--- src/rtl/mawc_pkg.sv ---
// Shared constants and types for the wrap-corrected moving average.
`default_nettype none

package mawc_pkg;

	localparam int MAX_WINDOW = 8;
	localparam int IDX_W      = $clog2(MAX_WINDOW);
	localparam int FILL_W     = $clog2(MAX_WINDOW + 1);

	localparam int SAMPLE_W    = 32;
	localparam int SIZE_W      = 4;
	localparam int CFG_W       = 30;
	localparam int CFG_IDX_W   = 2;
	localparam int OUT_W       = 40;
	localparam int FRAC_W      = 8;

	localparam int SUM_W       = SAMPLE_W + IDX_W;
	localparam int DIV_W       = SUM_W + FRAC_W;
	localparam int DIV_CNT_W   = $clog2(DIV_W + 1);
	localparam int CORR_CNT_W  = FILL_W;
	localparam int CORR_W      = CORR_CNT_W + CFG_W + 1;
	localparam int CMP_W       = SAMPLE_W + 2;
	localparam int RES_A_W     = (DIV_W + 1 > CORR_W + FRAC_W) ? DIV_W + 1 : CORR_W + FRAC_W;
	localparam int RES_W       = RES_A_W + 1;

	localparam logic [CFG_IDX_W-1:0] REG_WINDOW_SIZE     = CFG_IDX_W'(0);
	localparam logic [CFG_IDX_W-1:0] REG_WRAP_THRESHOLD  = CFG_IDX_W'(1);
	localparam logic [CFG_IDX_W-1:0] REG_CORRECTION_STEP = CFG_IDX_W'(2);

	localparam logic [SIZE_W-1:0] WINDOW_SIZE_RST     = SIZE_W'(3);
	localparam logic [CFG_W-1:0]  WRAP_THRESHOLD_RST  = CFG_W'(30);
	localparam logic [CFG_W-1:0]  CORRECTION_STEP_RST = CFG_W'(20);

	typedef struct packed {
		logic              start;
		logic [DIV_W-1:0]  dividend;
		logic [FILL_W-1:0] divisor;
	} div_req_t;

	typedef struct packed {
		logic             done;
		logic [DIV_W-1:0] quotient;
	} div_rsp_t;

endpackage

`default_nettype wire

--- src/rtl/mawc_ram.sv ---
// Generic single-write, single-read RAM with a registered read port.
`default_nettype none

module mawc_ram #(
	parameter int WIDTH = 32,
	parameter int DEPTH = 8
) (
	input  wire logic                     clk,
	input  wire logic                     wr_en,
	input  wire logic [$clog2(DEPTH)-1:0] wr_addr,
	input  wire logic [WIDTH-1:0]         wr_data,
	input  wire logic [$clog2(DEPTH)-1:0] rd_addr,
	output logic [WIDTH-1:0]              rd_data
);

	logic [WIDTH-1:0] mem_q [DEPTH];
	logic [WIDTH-1:0] rd_data_q;

	always_ff @(posedge clk) begin
		if (wr_en) begin
			mem_q[wr_addr] <= wr_data;
		end
		rd_data_q <= mem_q[rd_addr];
	end

	assign rd_data = rd_data_q;

endmodule

`default_nettype wire

--- src/rtl/mawc_div.sv ---
// Bit-serial restoring divider of the scaled sum magnitude by the fill count.
`default_nettype none

module mawc_div
	import mawc_pkg::*;
(
	input  wire logic     clk,
	input  wire logic     arst_n,
	input  wire div_req_t req,
	output div_rsp_t      rsp
);

	logic                 busy_q;
	logic                 done_q;
	logic [DIV_CNT_W-1:0] cnt_q;
	logic [DIV_W-1:0]     quo_q;
	logic [FILL_W-1:0]    rem_q;
	logic [FILL_W-1:0]    dvs_q;
	logic [FILL_W:0]      trial_c;
	logic [FILL_W:0]      diff_c;
	logic                 fits_c;

	assign trial_c = {rem_q, quo_q[DIV_W-1]};
	assign fits_c  = trial_c >= {1'b0, dvs_q};
	assign diff_c  = trial_c - {1'b0, dvs_q};

	always_ff @(posedge clk or negedge arst_n) begin
		if (!arst_n) begin
			busy_q <= 1'b0;
			done_q <= 1'b0;
			cnt_q  <= '0;
		end else begin
			done_q <= !req.start && busy_q && (cnt_q == DIV_CNT_W'(1));
			if (req.start) begin
				busy_q <= 1'b1;
				cnt_q  <= DIV_CNT_W'(DIV_W);
			end else if (busy_q) begin
				cnt_q <= cnt_q - DIV_CNT_W'(1);
				if (cnt_q == DIV_CNT_W'(1)) begin
					busy_q <= 1'b0;
				end
			end
		end
	end

	always_ff @(posedge clk) begin
		if (req.start) begin
			quo_q <= req.dividend;
			rem_q <= '0;
			dvs_q <= req.divisor;
		end else if (busy_q) begin
			quo_q <= {quo_q[DIV_W-2:0], fits_c};
			rem_q <= fits_c ? diff_c[FILL_W-1:0] : trial_c[FILL_W-1:0];
		end
	end

	assign rsp.done     = done_q;
	assign rsp.quotient = quo_q;

endmodule

`default_nettype wire

--- src/rtl/moving_average_wrap_corrected.sv ---
// Top level of the boxcar moving average with wrap correction.
`default_nettype none

// Each accepted sample is written into an eight-entry window RAM, and one result word
// follows per sample. The sequencer reads the filled entries newest first, through a read
// state and an accumulate state per entry, summing them and counting neighbor wraps, and
// then a bit-serial divider takes one quotient bit per cycle, 43 bits in all. The next
// sample is accepted as soon as a result has moved to the output register, even while
// that word still waits. Configuration must be written only while no sample is in flight;
// the block itself does not enforce it.
module moving_average_wrap_corrected
	import mawc_pkg::*;
(
	input  wire logic                        clk,
	input  wire logic                        arst_n,
	input  wire logic                        in_valid,
	output logic                             in_stall,
	input  wire logic signed [SAMPLE_W-1:0]  sample,
	output logic                             out_valid,
	input  wire logic                        out_stall,
	output logic signed [OUT_W-1:0]          filtered_value,
	output logic [FILL_W-1:0]                window_fill,
	input  wire logic                        cfg_valid,
	output logic                             cfg_ready,
	input  wire logic [CFG_IDX_W-1:0]        cfg_index,
	input  wire logic [CFG_W-1:0]            cfg_data
);

	typedef enum logic [2:0] {
		ST_IDLE,
		ST_RD,
		ST_ACC,
		ST_DIV,
		ST_FIN
	} state_t;

	localparam int WS_EXT_W = (SIZE_W > FILL_W) ? SIZE_W : FILL_W;
	localparam logic signed [RES_W-1:0] OUT_MAX_R =
		$signed({{(RES_W - OUT_W + 1){1'b0}}, {(OUT_W - 1){1'b1}}});
	localparam logic signed [RES_W-1:0] OUT_MIN_R =
		$signed({{(RES_W - OUT_W + 1){1'b1}}, {(OUT_W - 1){1'b0}}});

	state_t                        state_q;
	logic [SIZE_W-1:0]             window_size_q;
	logic [CFG_W-1:0]              wrap_threshold_q;
	logic [CFG_W-1:0]              correction_step_q;
	logic [IDX_W-1:0]              wr_idx_q;
	logic [FILL_W-1:0]             fill_q;
	logic [FILL_W-1:0]             size_q;
	logic [IDX_W-1:0]              pos_q;
	logic [FILL_W-1:0]             cnt_q;
	logic                          first_q;
	logic signed [SUM_W-1:0]       sum_q;
	logic signed [SAMPLE_W-1:0]    prev_q;
	logic signed [CORR_CNT_W-1:0]  corr_cnt_q;
	logic signed [CORR_W-1:0]      corr_q;
	logic signed [DIV_W:0]         quot_q;
	logic                          div_start_q;
	logic                          out_valid_q;
	logic signed [OUT_W-1:0]       filtered_value_q;
	logic [FILL_W-1:0]             window_fill_q;

	logic                          in_accept_c;
	logic [WS_EXT_W-1:0]           ws_ext_c;
	logic [FILL_W-1:0]             size_c;
	logic [IDX_W-1:0]              wi_c;
	logic [FILL_W-1:0]             wi_inc_c;
	logic [FILL_W-1:0]             fill_clamp_c;
	logic [FILL_W-1:0]             fill_c;
	logic [SAMPLE_W-1:0]           ram_rdata;
	logic signed [SAMPLE_W-1:0]    rdata_s;
	logic signed [CMP_W-1:0]       diff_c;
	logic signed [CMP_W-1:0]       thr_c;
	logic                          wrap_up_c;
	logic                          wrap_dn_c;
	logic [SUM_W-1:0]              mag_c;
	logic signed [RES_W-1:0]       res_c;
	logic signed [OUT_W-1:0]       sat_c;
	div_req_t                      div_req;
	div_rsp_t                      div_rsp;

	assign in_accept_c = in_valid && !in_stall;
	assign ws_ext_c    = WS_EXT_W'(window_size_q);

	always_comb begin
		if (ws_ext_c == '0) begin
			size_c = FILL_W'(1);
		end else if (ws_ext_c > WS_EXT_W'(MAX_WINDOW)) begin
			size_c = FILL_W'(MAX_WINDOW);
		end else begin
			size_c = FILL_W'(ws_ext_c);
		end
		wi_c         = (FILL_W'(wr_idx_q) >= size_c) ? '0 : wr_idx_q;
		wi_inc_c     = FILL_W'(wi_c) + FILL_W'(1);
		fill_clamp_c = (fill_q > size_c) ? size_c : fill_q;
		fill_c       = (fill_clamp_c < size_c) ? fill_clamp_c + FILL_W'(1) : fill_clamp_c;
	end

	mawc_ram #(
		.WIDTH(SAMPLE_W),
		.DEPTH(MAX_WINDOW)
	) u_store (
		.clk    (clk),
		.wr_en  (in_accept_c),
		.wr_addr(wi_c),
		.wr_data(sample),
		.rd_addr(pos_q),
		.rd_data(ram_rdata)
	);

	assign rdata_s   = ram_rdata;
	assign diff_c    = CMP_W'(prev_q) - CMP_W'(rdata_s);
	assign thr_c     = CMP_W'($signed({1'b0, wrap_threshold_q}));
	assign wrap_up_c = diff_c > thr_c;
	assign wrap_dn_c = diff_c < -thr_c;

	assign mag_c = sum_q[SUM_W-1] ? SUM_W'(-sum_q) : SUM_W'(sum_q);

	assign div_req.start    = div_start_q;
	assign div_req.dividend = {mag_c, {FRAC_W{1'b0}}};
	assign div_req.divisor  = fill_q;

	mawc_div u_div (
		.clk   (clk),
		.arst_n(arst_n),
		.req   (div_req),
		.rsp   (div_rsp)
	);

	always_comb begin
		res_c = RES_W'(quot_q) + RES_W'($signed({corr_q, {FRAC_W{1'b0}}}));
		if (res_c > OUT_MAX_R) begin
			sat_c = OUT_MAX_R[OUT_W-1:0];
		end else if (res_c < OUT_MIN_R) begin
			sat_c = OUT_MIN_R[OUT_W-1:0];
		end else begin
			sat_c = res_c[OUT_W-1:0];
		end
	end

	always_ff @(posedge clk or negedge arst_n) begin
		if (!arst_n) begin
			window_size_q     <= WINDOW_SIZE_RST;
			wrap_threshold_q  <= WRAP_THRESHOLD_RST;
			correction_step_q <= CORRECTION_STEP_RST;
		end else if (cfg_valid && cfg_ready) begin
			case (cfg_index)
				REG_WINDOW_SIZE:     window_size_q     <= cfg_data[SIZE_W-1:0];
				REG_WRAP_THRESHOLD:  wrap_threshold_q  <= cfg_data;
				REG_CORRECTION_STEP: correction_step_q <= cfg_data;
				default: ;
			endcase
		end
	end

	always_ff @(posedge clk or negedge arst_n) begin
		if (!arst_n) begin
			state_q     <= ST_IDLE;
			wr_idx_q    <= '0;
			fill_q      <= '0;
			cnt_q       <= '0;
			div_start_q <= 1'b0;
			out_valid_q <= 1'b0;
		end else begin
			div_start_q <= (state_q == ST_ACC) && (cnt_q == FILL_W'(1));
			if (out_valid_q && !out_stall && state_q != ST_FIN) begin
				out_valid_q <= 1'b0;
			end
			case (state_q)
				ST_IDLE: begin
					if (in_accept_c) begin
						size_q     <= size_c;
						fill_q     <= fill_c;
						cnt_q      <= fill_c;
						pos_q      <= wi_c;
						wr_idx_q   <= (wi_inc_c == size_c) ? '0 : wi_inc_c[IDX_W-1:0];
						first_q    <= 1'b1;
						sum_q      <= '0;
						corr_cnt_q <= '0;
						state_q    <= ST_RD;
					end
				end
				ST_RD: begin
					state_q <= ST_ACC;
				end
				ST_ACC: begin
					sum_q   <= sum_q + SUM_W'(rdata_s);
					prev_q  <= rdata_s;
					first_q <= 1'b0;
					if (!first_q && wrap_up_c) begin
						corr_cnt_q <= corr_cnt_q + CORR_CNT_W'(1);
					end else if (!first_q && wrap_dn_c) begin
						corr_cnt_q <= corr_cnt_q - CORR_CNT_W'(1);
					end
					pos_q <= (pos_q == '0) ? IDX_W'(size_q - FILL_W'(1)) : pos_q - IDX_W'(1);
					cnt_q <= cnt_q - FILL_W'(1);
					if (cnt_q == FILL_W'(1)) begin
						state_q <= ST_DIV;
					end else begin
						state_q <= ST_RD;
					end
				end
				ST_DIV: begin
					corr_q <= CORR_W'(corr_cnt_q) * CORR_W'($signed({1'b0, correction_step_q}));
					if (div_rsp.done) begin
						quot_q  <= sum_q[SUM_W-1] ? -$signed({1'b0, div_rsp.quotient})
							: $signed({1'b0, div_rsp.quotient});
						state_q <= ST_FIN;
					end
				end
				ST_FIN: begin
					if (!out_valid_q || !out_stall) begin
						filtered_value_q <= sat_c;
						window_fill_q    <= fill_q;
						out_valid_q      <= 1'b1;
						state_q          <= ST_IDLE;
					end
				end
				default: begin
					state_q <= ST_IDLE;
				end
			endcase
		end
	end

	assign in_stall       = (state_q != ST_IDLE);
	assign cfg_ready      = 1'b1;
	assign out_valid      = out_valid_q;
	assign filtered_value = filtered_value_q;
	assign window_fill    = window_fill_q;

	a_fill_bounded: assert property (@(posedge clk) disable iff (!arst_n)
		fill_q <= FILL_W'(MAX_WINDOW))
		else $error("Fill count exceeds the window depth.");

	a_div_done_in_div: assert property (@(posedge clk) disable iff (!arst_n)
		div_rsp.done |-> state_q == ST_DIV)
		else $error("Divider finished outside the divide step.");

	a_accept_busy: assert property (@(posedge clk) disable iff (!arst_n)
		in_accept_c |=> in_stall && fill_q != '0)
		else $error("Sequencer did not start after a word was accepted.");

	a_out_fill_valid: assert property (@(posedge clk) disable iff (!arst_n)
		$rose(out_valid) |-> window_fill != '0 && window_fill <= FILL_W'(MAX_WINDOW))
		else $error("Result word carries an impossible fill count.");

endmodule

`default_nettype wire

--- config.mk ---
export PLATFORM = sky130hd
export DESIGN_NAME = moving_average_wrap_corrected
export DESIGN_NICKNAME = d
export VERILOG_FILES = /design/src/rtl/mawc_pkg.sv /design/src/rtl/mawc_ram.sv /design/src/rtl/mawc_div.sv /design/src/rtl/moving_average_wrap_corrected.sv
export SDC_FILE = /design/constraint.sdc
export NUM_CORES = 1
export LEC_CHECK = 0
export ABC_AREA = 1
export BUFFER_PORTS_ARGS = -buffer_cell sky130_fd_sc_hd__buf_2
export CAP_MARGIN = 15
export CORE_ASPECT_RATIO = 2
export CORE_MARGIN = 3
export CORE_UTILIZATION = 55
export CTS_CLUSTER_SIZE = 30
export DETAILED_ROUTE_END_ITERATION = 8
export PLACE_DENSITY = 0.74
export SLEW_MARGIN = 20
export SYNTH_ARGS = -nofsm -noshare
export SYNTH_HDL_FRONTEND = slang
export SYNTH_SLANG_ARGS = --single-unit
--- constraint.sdc ---
create_clock -name clk -period 6.52 [get_ports clk]
set_clock_uncertainty 0.15 [all_clocks]
set_input_delay 1.304 -clock clk [delete_from_list [all_inputs] [get_ports clk]]
set_output_delay 1.304 -clock clk [all_outputs]
set_load 0.01 [all_outputs]
### After elaboration in Yosys (flattened, before gate mapping)

Memories as Yosys holds them, arrays and structs flattened. A register that Yosys moved wholly into a read port is not among the register bits.
Index checks and enable logic that the tools add are counted.

| word-level totals | value |
|---|---|
| latch bits | 0 |
| register bits | 340 |
| bits in writable memories | 256 |
| ROM bits | 0 |
| memories | 1 |

Memory list:

| name | words | width | rd ports | clocked after memory_dff | wr ports | line | source |
|---|---|---|---|---|---|---|---|
| u_store.mem_q | 8 | 32 | 1 | 1 | 1 | mawc_ram.sv:16 | `logic [WIDTH-1:0] mem_q [DEPTH];` |

| operators by class | value |
|---|---|
| order comparisons | 9 |
| muxes and demuxes | 40 |
| equal/unequal tests | 14 |
| div/mod/pow operators | 0 |
| reduce and logical (&&, ||, !) cells | 34 |
| bitwise logic cells | 0 |
| add/sub/neg operators | 15 |
| multipliers | 1 |
| shift operators | 0 |

Operators with widths:

| operator | count |
|---|---|
| $mux 43 | 3 |
| $mux 35 | 2 |
| $pmux 35 s2 | 1 |
| $add 44x43->45 | 1 |
| $gt 45x40->1 const B | 1 |
| $lt 45x40->1 const B | 1 |
| $neg 43->44 | 1 |
| $mux 40 | 1 |
| $mux 4 | 9 |
| $add 35x32->35 | 1 |
| $mul 4x31->35 | 1 |
| $neg 35->35 | 1 |
| $lt 33x34->1 | 1 |
| $neg 30->34 | 1 |
| $gt 33x31->1 | 1 |
| $sub 32x32->33 | 1 |
| $mux 3 | 7 |
| $pmux 4 s2 | 2 |
| $pmux 3 s5 | 1 |
| $reduce_and 3->1 | 5 |
| $reduce_and 2->1 | 7 |
| $mux 6 | 2 |
| $mux 1 | 9 |
| $logic_and 1x1->1 | 8 |
| other kinds (36) | 45 |

### Depth between registers and ports, before layout

Gate-level depths: netlist of the first run.

| depth | value |
|---|---|
| word-level depth | 9 |
| gate-level depth with buffers | 38 |

### Modules after synthesis

From an unflattened synthesis of the first run, not the netlist that was laid out.

| second synthesis, totals | value |
|---|---|
| cell total of the unflattened synthesis | 4440 |
| area total of the unflattened synthesis | 38563.2 µm² |

By module, submodules not included:

| module | sequential area each (µm²) | cells an instance | times used | area each (µm²) |
|---|---|---|---|---|
| moving_average_wrap_corrected | 8047.7 | 3005 | 1 | 24010.5 |
| mawc_ram | 8328.0 | 1156 | 1 | 11872.6 |
| mawc_div | 1691.6 | 279 | 1 | 2680.1 |

### Least setup slack after synthesis of the first run

No wires, ideal clock.

| timing path | value |
|---|---|
| kind | input -> register |
| start point | input arst_n |
| end point | register quot_q[0], enable pin |
| library setup time | 500 ps |
| stages on the path | 2 |
| required time | 5870 ps |
| setup slack | 1464 ps |
| arrival | 4406 ps |
| path through | inv_1 > nor3_1 |

| between the ends | value |
|---|---|
| word-level cells in the longest chain between the ends | 1 |

RTL lines:

| what | line | source |
|---|---|---|
| start: declaration | moving_average_wrap_corrected.sv:15 | `input wire logic arst_n,` |
| $reduce_and 3->1 (no source line) | n/a |  |
| end signal: assignment | moving_average_wrap_corrected.sv:206 | `quot_q <= sum_q[SUM_W-1] ? -$signed({1'b0, div_rsp.quotient})` |
| end: declaration | moving_average_wrap_corrected.sv:57 | `logic signed [DIV_W:0] quot_q;` |

Every way passes these cells.
A chain may end at the register's enable or synchronous reset.

### Worst setup path in the final report of the first run

| timing path | value |
|---|---|
| start point | register corr_cnt_q[3] |
| end point | register corr_q[23], data pin |

| between the ends | value |
|---|---|
| word-level cells in the longest chain between the ends | 1 |

RTL lines:

| what | line | source |
|---|---|---|
| start: declaration | moving_average_wrap_corrected.sv:55 | `logic signed [CORR_CNT_W-1:0] corr_cnt_q;` |
| start signal: assignment | moving_average_wrap_corrected.sv:191 | `corr_cnt_q <= corr_cnt_q + CORR_CNT_W'(1);` |
| start signal: assignment | moving_average_wrap_corrected.sv:193 | `corr_cnt_q <= corr_cnt_q - CORR_CNT_W'(1);` |
| $mul 4x31->35 | moving_average_wrap_corrected.sv:204 | `corr_q <= CORR_W'(corr_cnt_q) * CORR_W'($signed({1'b0, correction_step_q}));` |
| end signal: assignment | moving_average_wrap_corrected.sv:204 |  |
| end: declaration | moving_average_wrap_corrected.sv:56 | `logic signed [CORR_W-1:0] corr_q;` |

Every way passes these cells.

==> results.sh, run 1 <==
export IMPL_status="completed"
export IMPL_post_route_util_pct=60.79
export IMPL_clock_sinks=628
export IMPL_cts_tree="built"
export IMPL_cts_buffers=55
export IMPL_critPathLaunchType="flip-flop"
export IMPL_hold_class="reg2reg"
export IMPL_grt_usage_pct=28.54
export IMPL_start_util_pct=55.60
export IMPL_final_antenna_net_count=0
export IMPL_yosys_area_top_type_share_pct=40.05
export IMPL_p_leak_uw=0.01753
export IMPL_firstDrtPassIters=5
export IMPL_tightestPinTransition_ns=1.005
export IMPL_drv_slew=0
export IMPL_synth_nets=4483
export IMPL_drc=0
export IMPL_synthFlopType="edfxtp_1"
export IMPL_cp_slowest_stage_delay_ns=0.57
export IMPL_grt_pass1_vias=29430
export IMPL_htree_levels=2
export IMPL_worst_slack_ns=1.283
export IMPL_first_iter_violations=1385
export IMPL_seq_area_frac_synth_pct=48.36
export IMPL_clkTransAtPathRegs_ns=0.07
export IMPL_setup_tns_ns=0
export IMPL_ys_warn_count=0
export IMPL_gp_congestion=1.014
export IMPL_wl_per_cell_microns=19.83
export IMPL_port_buffers=114
export IMPL_synth_area_leader_cell="edfxtp_1"
export IMPL_finalHoldViolations=0
export IMPL_synth_seq_cells=628
export IMPL_grt_overflow_total=0
export IMPL_die_x_microns=189.9
export IMPL_synth_cell_type_count=62
export IMPL_maxCapViolations=0
export IMPL_drive_gt1_share_pct=7.861
export IMPL_avgSynthCellArea_sq_um=9.089
export IMPL_async_flop_share_pct=14.01
export IMPL_slowest_stage="fa_1"
export IMPL_hpwl_microns=78560
export IMPL_critPathArrivalTime_ns=5.47
export IMPL_post_cts_buffers=0
export IMPL_rows=134
export IMPL_synth_most_common_cell="nand2_1"
export IMPL_syn_inst=4092
export IMPL_grt_max_degree=99
export IMPL_cts_buffer_depth=3
export IMPL_grt_pass1_wl_microns=156600
export IMPL_fmax_mhz=190.9
export IMPL_vias_per_cell=5.648
export IMPL_syn_area_sq_mm=0.03719
export IMPL_crit_chain="inv_1 > buf_4 > or2_2 > fa_1 > inv_1 > fa_1 > ha_1 > inv_1 > fa_1 > nand3b_1 > a21oi_1 > nor2_1 > o21ai_0 > a31oi_1 > o21ai_0 > a21oi_1 > xnor2_1"
export IMPL_antenna_found_initial=2
export IMPL_path_class="reg2reg"
export IMPL_period_share_pct=80.33
export IMPL_dr_total_vias=28920
export IMPL_finalSetupViolations=0
export IMPL_die_area_sq_mm=0.07097
export IMPL_area_growth_pct=9.342
export IMPL_nets=4581
export IMPL_worstPathMaxFanout=18
export IMPL_ios=116
export IMPL_pre_cts_slack_ns=1.373
export IMPL_cts_resized_gates=0
export IMPL_synth_common_cells="721 x nand2_1, 503 x nor2_1, 496 x edfxtp_1"
export IMPL_cts_root_buf="clkbuf_16"
export IMPL_die_h_microns=373.8
export IMPL_wirelength_microns=101600
export IMPL_core_area_sq_mm=0.06690
export IMPL_ctsHoldBuffers=0
export IMPL_synth_edf_count=496
export IMPL_synth_area_top_cells="edfxtp_1 40%, ha_1 8.7%, nand2_1 7.3%"
export IMPL_p_per_area_mw_per_mm2=274.9
export IMPL_grt_setup_unrepaired="false"
export IMPL_clk_latency_ns=0.64
export IMPL_ir_drop_v=0.0002758
export IMPL_crit_path_end_kind="flip-flop"
export IMPL_cp_required_ns=6.76
export IMPL_slew_headroom_pct=33.01
export IMPL_fillCellCount=5827
export IMPL_period_minus_slack_ns=5.237
## final cells by class
class	count	area [sq um]	area share, %
Sequential cell	628	17990	44.23
Multi-Input combinational cell	2871	17040	41.90
Inverter	484	1818	4.470
Clock buffer	80	1704	4.190
Tap cell	884	1106	2.720
Timing Repair Buffer	150	843.3	2.074
Clock inverter	23	166.4	0.4092
Antenna cell	1	2.502	0.006153
## worst max-delay path: cells and delay by family, from the launching register on
kind                     cells  cell delay (ns)
AO/OA/AOI/OAI                5             1.23
adder cells (fa/ha/maj)      4             1.84
buffers and inverters        4             0.66
XOR/XNOR                     1             0.14
flip-flops                   1             0.35
AND/OR/NAND/NOR              3             0.62
## routing by layer
| layer | vias up | wire [microns] | GRT usage (%) |
|---|---|---|---|
| met5 | - | 0 | 0 |
| met4 | 0 | 9860 | 22.87 |
| met3 | 353 | 3900 | 3.257 |
| met2 | 802 | 54420 | 53.97 |
| met1 | 13650 | 33380 | 27.09 |
| li1 | 14120 | - | - |
## per-stage QoR
step | total power [uW] | hold slack (ns) | instances | area, sq um
global placement | 7825 | 0.2720 | 5017 | 38790
floorplan | 6944 | 0.2582 | 4092 | 37190
global route | 11780 | 0.3308 | 5121 | 40670
CTS | 11210 | 0.3010 | 5120 | 40660
detailed placement | 7876 | 0.2799 | 5017 | 38790
finish | 11180 | 0.3001 | 5121 | 40670
## cells by family after synthesis
logic type | Yosys count | synth area share [%]
AOI/OAI and AO/OA | 861 | 12.60
buffers and inverters | 593 | 6.079
other | 1 | 0.01008
xor gates and xnor gates | 158 | 3.721
and+or+nand+nor | 1529 | 17.15
DFF | 628 | 48.36
adders and majority gates | 322 | 12.08
## cell usage in the layout, fill, tap and decap left out, types with 44 or more instances in the layout
cell type | netlist | layout
nand2_1 | 721 | 721
edfxtp_1 | 496 | 496
nor2_1 | 503 | 492
inv_1 | 480 | 477
o21ai_0 | 380 | 380
a21oi_1 | 276 | 276
ha_1 | 260 | 260
xor2_1 | 125 | 125
buf_2 | 7 | 113
nand3_1 | 108 | 106
dfrtp_1 | 80 | 80
clkbuf_16 | 0 | 63
fa_1 | 62 | 62
o22ai_1 | 56 | 56
nor3_1 | 56 | 54
a31oi_1 | 46 | 46
dfxtp_1 | 44 | 44
## final timing paths
check / start / end / slack, ns / cells after the start
hold reg to reg: u_div.quo_q[0] / quot_q[0] / 0.30 / 0
min in group asynchronous: arst_n / u_div.cnt_q[2] / 0.58 / 1
hold / removal: u_div.quo_q[0] / quot_q[0] / 0.30 / 0
setup / recovery: corr_cnt_q[3] / corr_q[23] / 1.28 / 17
setup reg to reg: corr_cnt_q[3] / corr_q[23] / 1.28 / 17
max in group asynchronous: arst_n / wrap_threshold_q[1] / 4.53 / 2
## power by group
part	internal [uW]	switching (uW)
Combinational	971	1810
Sequential	4720	334
Clock	1840	1510
Total	7520	3660
## flip-flops by register name (all words and copies together) (netlist names), 3 cells and up
| name | flops |
|---|---|
| cnt_q | 4 |
| corr_cnt_q | 4 |
| corr_q | 35 |
| correction_step_q | 30 |
| fill_q | 4 |
| filtered_value | 40 |
| pos_q | 3 |
| prev_q | 32 |
| quot_q | 44 |
| size_q | 3 |
| state_q | 3 |
| sum_q | 35 |
| u_div.cnt_q | 6 |
| u_div.dvs_q | 4 |
| u_div.quo_q | 43 |
| u_div.rem_q | 4 |
| u_store.mem_q | 256 |
| u_store.rd_data | 32 |
| window_fill | 4 |
| window_size_q | 4 |
| wr_idx_q | 3 |
| wrap_threshold_q | 30 |
Note: power is estimated with default switching activity, not from simulation.
==> inputs of run 2 (changes only) <==
ABC_AREA = 0   (was 1)
clock period = 5.4 ns   (was 6.52 ns; I/O delays follow)
==> run 2 against run 1 <==
Compared with the run above:
- the run now ends with setup timing left
- worst hold slack lost 0.024 ns
- synthesized cell count fell by 27%
- via count shrank 16%
- flip-flop and latch count did not move
- global-route usage down 2.6 points
==> results.sh, run 2 <==
export IMPL_mostFrequentLayoutCell="edfxtp_1"
export IMPL_antenna_cells=0
export IMPL_slew_headroom_pct=23.68
export IMPL_synth_xor_area_share_pct=5.579
export IMPL_hpwl_microns=67130
export IMPL_cpMostUsedCell="nor2_2"
export IMPL_ios=116
export IMPL_grt_usage_pct=25.97
export IMPL_syn_area_sq_mm=0.03564
export IMPL_nets=3638
export IMPL_wl_per_cell_microns=21.54
export IMPL_cts_tree="built"
export IMPL_slowest_stage="edfxtp_1"
export IMPL_status="finished, violations left"
export IMPL_crit_path_end_kind="flip-flop"
export IMPL_die_area_sq_mm=0.06807
export IMPL_clk_latency_ns=0.64
export IMPL_top_register="u_store.mem_q"
export IMPL_ir_drop_v=0.0004064
export IMPL_cts_buffer_depth=3
export IMPL_synth_area_top_cells="edfxtp_1 42%, ha_1 9.1%, dfrtp_1 5.6%"
export IMPL_p_leak_uw=0.01593
export IMPL_final_cell_mix="496 x edfxtp_1, 253 x nand2_1, 251 x ha_1"
export IMPL_synthMuxAreaShare_pct=7.443
export IMPL_period_share_pct=100.9
export IMPL_p_per_area_mw_per_mm2=349.2
export IMPL_rows=131
export IMPL_grt_pass1_wl_microns=136900
export IMPL_syn_inst=3004
export IMPL_finalSetupViolations=1
export IMPL_synth_area_leader_cell="edfxtp_1"
export IMPL_ys_warn_count=0
export IMPL_synth_compound_area_share_pct=10.16
export IMPL_largestRegisters="u_store.mem_q: 256 flops, quot_q: 44 flops, u_div.quo_q: 43 flops"
export IMPL_htree_levels=2
export IMPL_dr_total_vias=24420
export IMPL_yosys_area_share_simple_pct=10.46
export IMPL_die_h_microns=366.0
export IMPL_drive_gt1_share_pct=19.39
export IMPL_pre_cts_slack_ns=-0.4333
export IMPL_gp_congestion=0.9878
export IMPL_firstDrtPassIters=6
export IMPL_area_growth_pct=13.48
export IMPL_grt_pass1_vias=25680
export IMPL_start_util_pct=55.75
export IMPL_violations="setup timing"
export IMPL_fin_hold_ws_ns=0.2761
export IMPL_yosys_area_top_type_share_pct=41.79
export IMPL_critPathArrivalTime_ns=5.67
export IMPL_largest_register_ffs=256
export IMPL_finalPower_uw=14120
export IMPL_synth_common_cells="496 x edfxtp_1, 260 x ha_1, 254 x nand2_1"
export IMPL_clkTransAtPathRegs_ns=0.07
export IMPL_fmax_mhz=183.6
export IMPL_synth_cell_type_count=79
export IMPL_port_buffers=114
export IMPL_synth_most_common_cell="edfxtp_1"
export IMPL_wirelength_microns=88080
export IMPL_finalHoldViolations=0
export IMPL_antenna_found_initial=2
export IMPL_cp_required_ns=5.62
export IMPL_maxCapViolations=0
export IMPL_drv_slew=0
export IMPL_rrSetupSlack_ns=-0.05
export IMPL_period_minus_slack_ns=5.448
export IMPL_hold_class="in2async"
export IMPL_grt_setup_unrepaired="true"
export IMPL_worstPathMaxFanout=2
export IMPL_first_iter_violations=1175
export IMPL_cts_buffers=52
export IMPL_grt_overflow_total=0
export IMPL_clock_sinks=628
export IMPL_path_class="reg2reg"
export IMPL_synthAdderAreaFrac_pct=12.61
export IMPL_synthFlopType="edfxtp_1"
export IMPL_final_antenna_net_count=0
export IMPL_core_area_sq_mm=0.06392
export IMPL_async_flop_share_pct=14.01
export IMPL_seq_area_frac_synth_pct=50.47
export IMPL_tightestPinTransition_ns=1.140
export IMPL_synth_seq_cells=628
export IMPL_avgSynthCellArea_sq_um=11.86
export IMPL_drc=0
export IMPL_synth_edf_count=496
export IMPL_cts_root_buf="clkbuf_16"
export IMPL_synth_nets=3395
export IMPL_worst_slack_ns=-0.04800
export IMPL_placed_cell_area_sq_mm=0.03809
export IMPL_cp_slowest_stage_delay_ns=0.44
export IMPL_synth_top_family_by_area="adder cells"
export IMPL_critPathLaunchType="flip-flop"
export IMPL_stdcell_area_sq_mm=0.04044
export IMPL_grt_max_degree=91
export IMPL_vias_per_cell=5.974
export IMPL_die_x_microns=186.0
## run 2: power breakdown
group / switching, uW / internal, uW / total [uW]
Sequential: 350 / 5700 / 6050
Clock: 1750 / 2140 / 3890
Combinational: 2450 / 1730 / 4180
## run 2: path summary, 6_finish.rpt
path                                startpoint                    end  cells after the start
worst max-delay path                 prev_q[7]          corr_cnt_q[3]                     28
worst min-delay path                    arst_n       window_size_q[3]                      1
worst max register to register       prev_q[7]          corr_cnt_q[3]                     28
worst min register to register  u_div.rem_q[3]         u_div.rem_q[3]                      2
max in group asynchronous               arst_n  correction_step_q[12]                      2
min in group clk                u_div.rem_q[3]         u_div.rem_q[3]                      2
## run 2: cell families after synthesis
group                    count (synthesis)
AO/OA/AOI/OAI                          584
XOR/XNOR                               227
adder cells (fa/ha/maj)                322
buffers and inverters                  297
flip-flops                             628
multiplexers                           173
other                                    1
AND/OR/NAND/NOR                        772
## run 2: worst max-delay path, delay by kind of cell (launching register included)
kind            cells  cell delay (ns)
flops               1             0.44
buf+inv             2             0.34
xor+xnor            3             0.44
simple gates       12             1.34
fa+ha+maj           3             0.95
compound gates      8             1.56
## run 2: layer usage
| layer | track usage, % | vias to the layer above | wire length, microns |
|---|---|---|---|
| li1 | - | 11460 | - |
| met1 | 25.37 | 11930 | 28960 |
| met2 | 47.68 | 716 | 47430 |
| met3 | 3.219 | 317 | 3203 |
| met4 | 20.92 | 0 | 8476 |
| met5 | 0 | - | 0 |
## run 2: what timing repair did
item / CTS / global route
resized for setup: 33 / 65
endpoints found under the setup margin: 11 / 14
hold buffers: 0 / 0
pin swaps: 7 / 51
buffers inserted: 0 / 7
hold endpoints to repair: 0 / 0
gates cloned: 0 / 0
## run 2: layout make-up
type                    instances  area, sq um
repair buffers                280         1847
inverters                     206        773.2
flip-flops and latches        628        17990
well taps                     798        998.5
fillers                      4882        23480
clock inverters                32        345.3
multi-input cells            2079        17060
clock buffers                  65         1428
## run 2: metrics by stage
step	cells	TNS [ns]	util, %
global route	4088	-0.5767	63.26
finish	4088	-0.04800	63.26
floorplan	3004	0	-
global placement	3983	-1.318	59.59
CTS	4080	-0.007497	62.53
detailed placement	3983	-2.290	59.59
==> inputs of run 3 (changes only) <==
clock period = 5.9 ns   (was 5.4 ns; I/O delays follow)
==> run 3 against run 2 <==
Compared with the run above:
- the flow now finishes without violations
- wire length up 1.1%
- via count fell by 1.2%
- global-route usage grew 0.47 points
- first-iteration DRC count rose by 15%
- die area is the same
- sequential share of layout area rose by 0.86 points
- utilization fell by 1.2 points
- worst setup slack improved by 0.34 ns
- critical endpoint unchanged
==> results.sh, run 3 (synthesis gave the netlist of run 2 again) <==
export IMPL_status="completed"
export IMPL_vias_per_cell=5.964
export IMPL_r2r_start="prev_q[0]"
export IMPL_slowest_stage="fa_1"
export IMPL_period_minus_slack_ns=5.607
export IMPL_critPathArrivalTime_ns=5.79
export IMPL_clkTransAtPathRegs_ns=0.07
export IMPL_post_cts_buffers=0
export IMPL_p_int_uw=8669
export IMPL_comb_power_share_pct=28.9
export IMPL_cts_tree="built"
export IMPL_cp_top_family="compound AO/OA/AOI/OAI gates"
export IMPL_drc=0
export IMPL_grt_pass1_vias=25280
export IMPL_grt_max_degree=91
export IMPL_hold_class="reg2reg"
export IMPL_setup_tns_ns=0
export IMPL_die_x_microns=186.0
export IMPL_clk_latency_ns=0.62
export IMPL_gp_congestion=1.013
export IMPL_core_area_sq_mm=0.06392
export IMPL_cts_root_buf="clkbuf_16"
export IMPL_rrSetupSlack_ns=0.29
export IMPL_die_h_microns=366.0
export IMPL_r2r_cells=26
export IMPL_slew_headroom_pct=28.26
export IMPL_ctsHoldBuffers=0
export IMPL_cp_slowest_stage_delay_ns=0.39
export IMPL_worstPathMaxFanout=4
export IMPL_top_register="u_store.mem_q"
export IMPL_path_class="reg2reg"
export IMPL_cp_required_ns=6.08
export IMPL_fmax_mhz=178.3
export IMPL_crit_path_end_kind="flip-flop"
export IMPL_period_share_pct=95.03
export IMPL_firstDrtPassIters=5
export IMPL_mostFrequentLayoutCell="edfxtp_1"
export IMPL_wl_per_cell_microns=22.02
export IMPL_cts_buffer_depth=3
export IMPL_crit_buf_inv=2
export IMPL_dr_total_vias=24130
export IMPL_cts_buffers=52
export IMPL_p_clk_share_pct=27.8
export IMPL_final_antenna_net_count=0
export IMPL_ir_drop_v=0.0003537
export IMPL_largest_register_ffs=256
export IMPL_finalSetupViolations=0
export IMPL_ios=116
export IMPL_antenna_found_initial=2
export IMPL_path_depth=26
export IMPL_rows=131
export IMPL_grt_usage_pct=26.44
export IMPL_maxCapViolations=0
export IMPL_largestRegisters="u_store.mem_q: 256 flops, quot_q: 44 flops, u_div.quo_q: 43 flops"
export IMPL_wirelength_microns=89080
export IMPL_r2r_end="corr_cnt_q[3]"
export IMPL_port_buffers=114
export IMPL_crit_end="corr_cnt_q[3]"
export IMPL_hpwl_microns=69010
export IMPL_grt_setup_unrepaired="true"
export IMPL_fillCellCount=4932
export IMPL_clock_sinks=628
export IMPL_hp_start="u_div.rem_q[3]"
export IMPL_switching_power_uw=4062
export IMPL_post_route_util_pct=62.06
export IMPL_p_leak_uw=0.01566
export IMPL_p_per_area_mw_per_mm2=320.9
export IMPL_final_cell_mix="496 x edfxtp_1, 260 x ha_1, 254 x nand2_1"
export IMPL_grt_pass1_wl_microns=138100
export IMPL_first_iter_violations=1354
export IMPL_swShare_pct=31.91
export IMPL_drv_slew=0
export IMPL_finalHoldViolations=0
export IMPL_area_growth_pct=11.32
export IMPL_start_util_pct=55.75
export IMPL_tightestPinTransition_ns=1.071
export IMPL_grt_overflow_total=0
export IMPL_critPathLaunchType="flip-flop"
export IMPL_nets=3594
export IMPL_htree_levels=2
export IMPL_finalPower_uw=12730
export IMPL_p_seq_share_pct=43.4
export IMPL_die_area_sq_mm=0.06807
export IMPL_drive_gt1_share_pct=16.64
export IMPL_critPathLaunch="prev_q[0]"
run 3: final cells by class:
| type | instances | area, sq um | share of cell area [%] |
|---|---|---|---|
| clock buffer | 68 | 1431 | 3.608 |
| clock inverter | 28 | 317.8 | 0.8011 |
| antenna | 3 | 7.507 | 0.01892 |
| inverter | 206 | 773.2 | 1.949 |
| tap | 798 | 998.5 | 2.517 |
| multi-input combinational | 2079 | 16650 | 41.97 |
| sequential | 628 | 17990 | 45.35 |
| timing repair buffer | 236 | 1501 | 3.785 |
run 3: metrics by stage:
step	std cells	cell area (sq um)	setup slack (ns)	hold slack [ns]
3_5_place_dp	3947	37810	-0.3431	0.3117
5_1_grt	4043	39660	-0.01312	0.3469
3_3_place_gp	3947	37810	-0.2620	0.2853
4_1_cts	4043	39580	0.04595	0.3264
6_report	4046	39670	0.2930	0.3192
2_1_floorplan	3004	35640	0.1305	0.2757
run 3: what timing repair did:
action,in CTS,in global routing
setup endpoints to repair,3,12
pin swaps,0,4
gates resized for setup,4,19
run 3: per-layer routing:
layer,wire (microns),vias up,GRT usage [%]
li1,-,11360,-
met3,2750,256,2.901
met2,49850,583,50.25
met1,28790,11930,25.52
met4,7691,0,19.04
met5,0,-,0
run 3: power groups by stage:
stage / combinational, uW / sequential [uW] / clock [uW]
finish: 3680 / 5520 / 3530
floorplan: 2670 / 5440 / 0
global placement: 3560 / 5600 / 0
global route: 4110 / 5540 / 3770
CTS: 3660 / 5520 / 3610
detailed placement: 3630 / 5610 / 0
run 3: worst min path at each step:
stage	end	slack, ns	depth (start not counted)
2_1_floorplan	u_div.rem_q[3]	0.28	2
6_report	u_div.rem_q[3]	0.32	2
3_3_place_gp	u_div.rem_q[3]	0.29	2
3_5_place_dp	u_div.rem_q[3]	0.31	2
5_1_grt	prev_q[16]	0.35	0
4_1_cts	u_div.rem_q[3]	0.33	2
run 3: worst register-to-register path, delay by kind of cell (launching register included):
| family | cells | cell delay [ns] |
|---|---|---|
| xor gates and xnor gates | 3 | 0.39 |
| AOI/OAI and AO/OA | 10 | 2.22 |
| DFF | 1 | 0.37 |
| buffers and inverters | 2 | 0.11 |
| adders and majority gates | 4 | 1.15 |
| and+or+nand+nor | 7 | 0.94 |
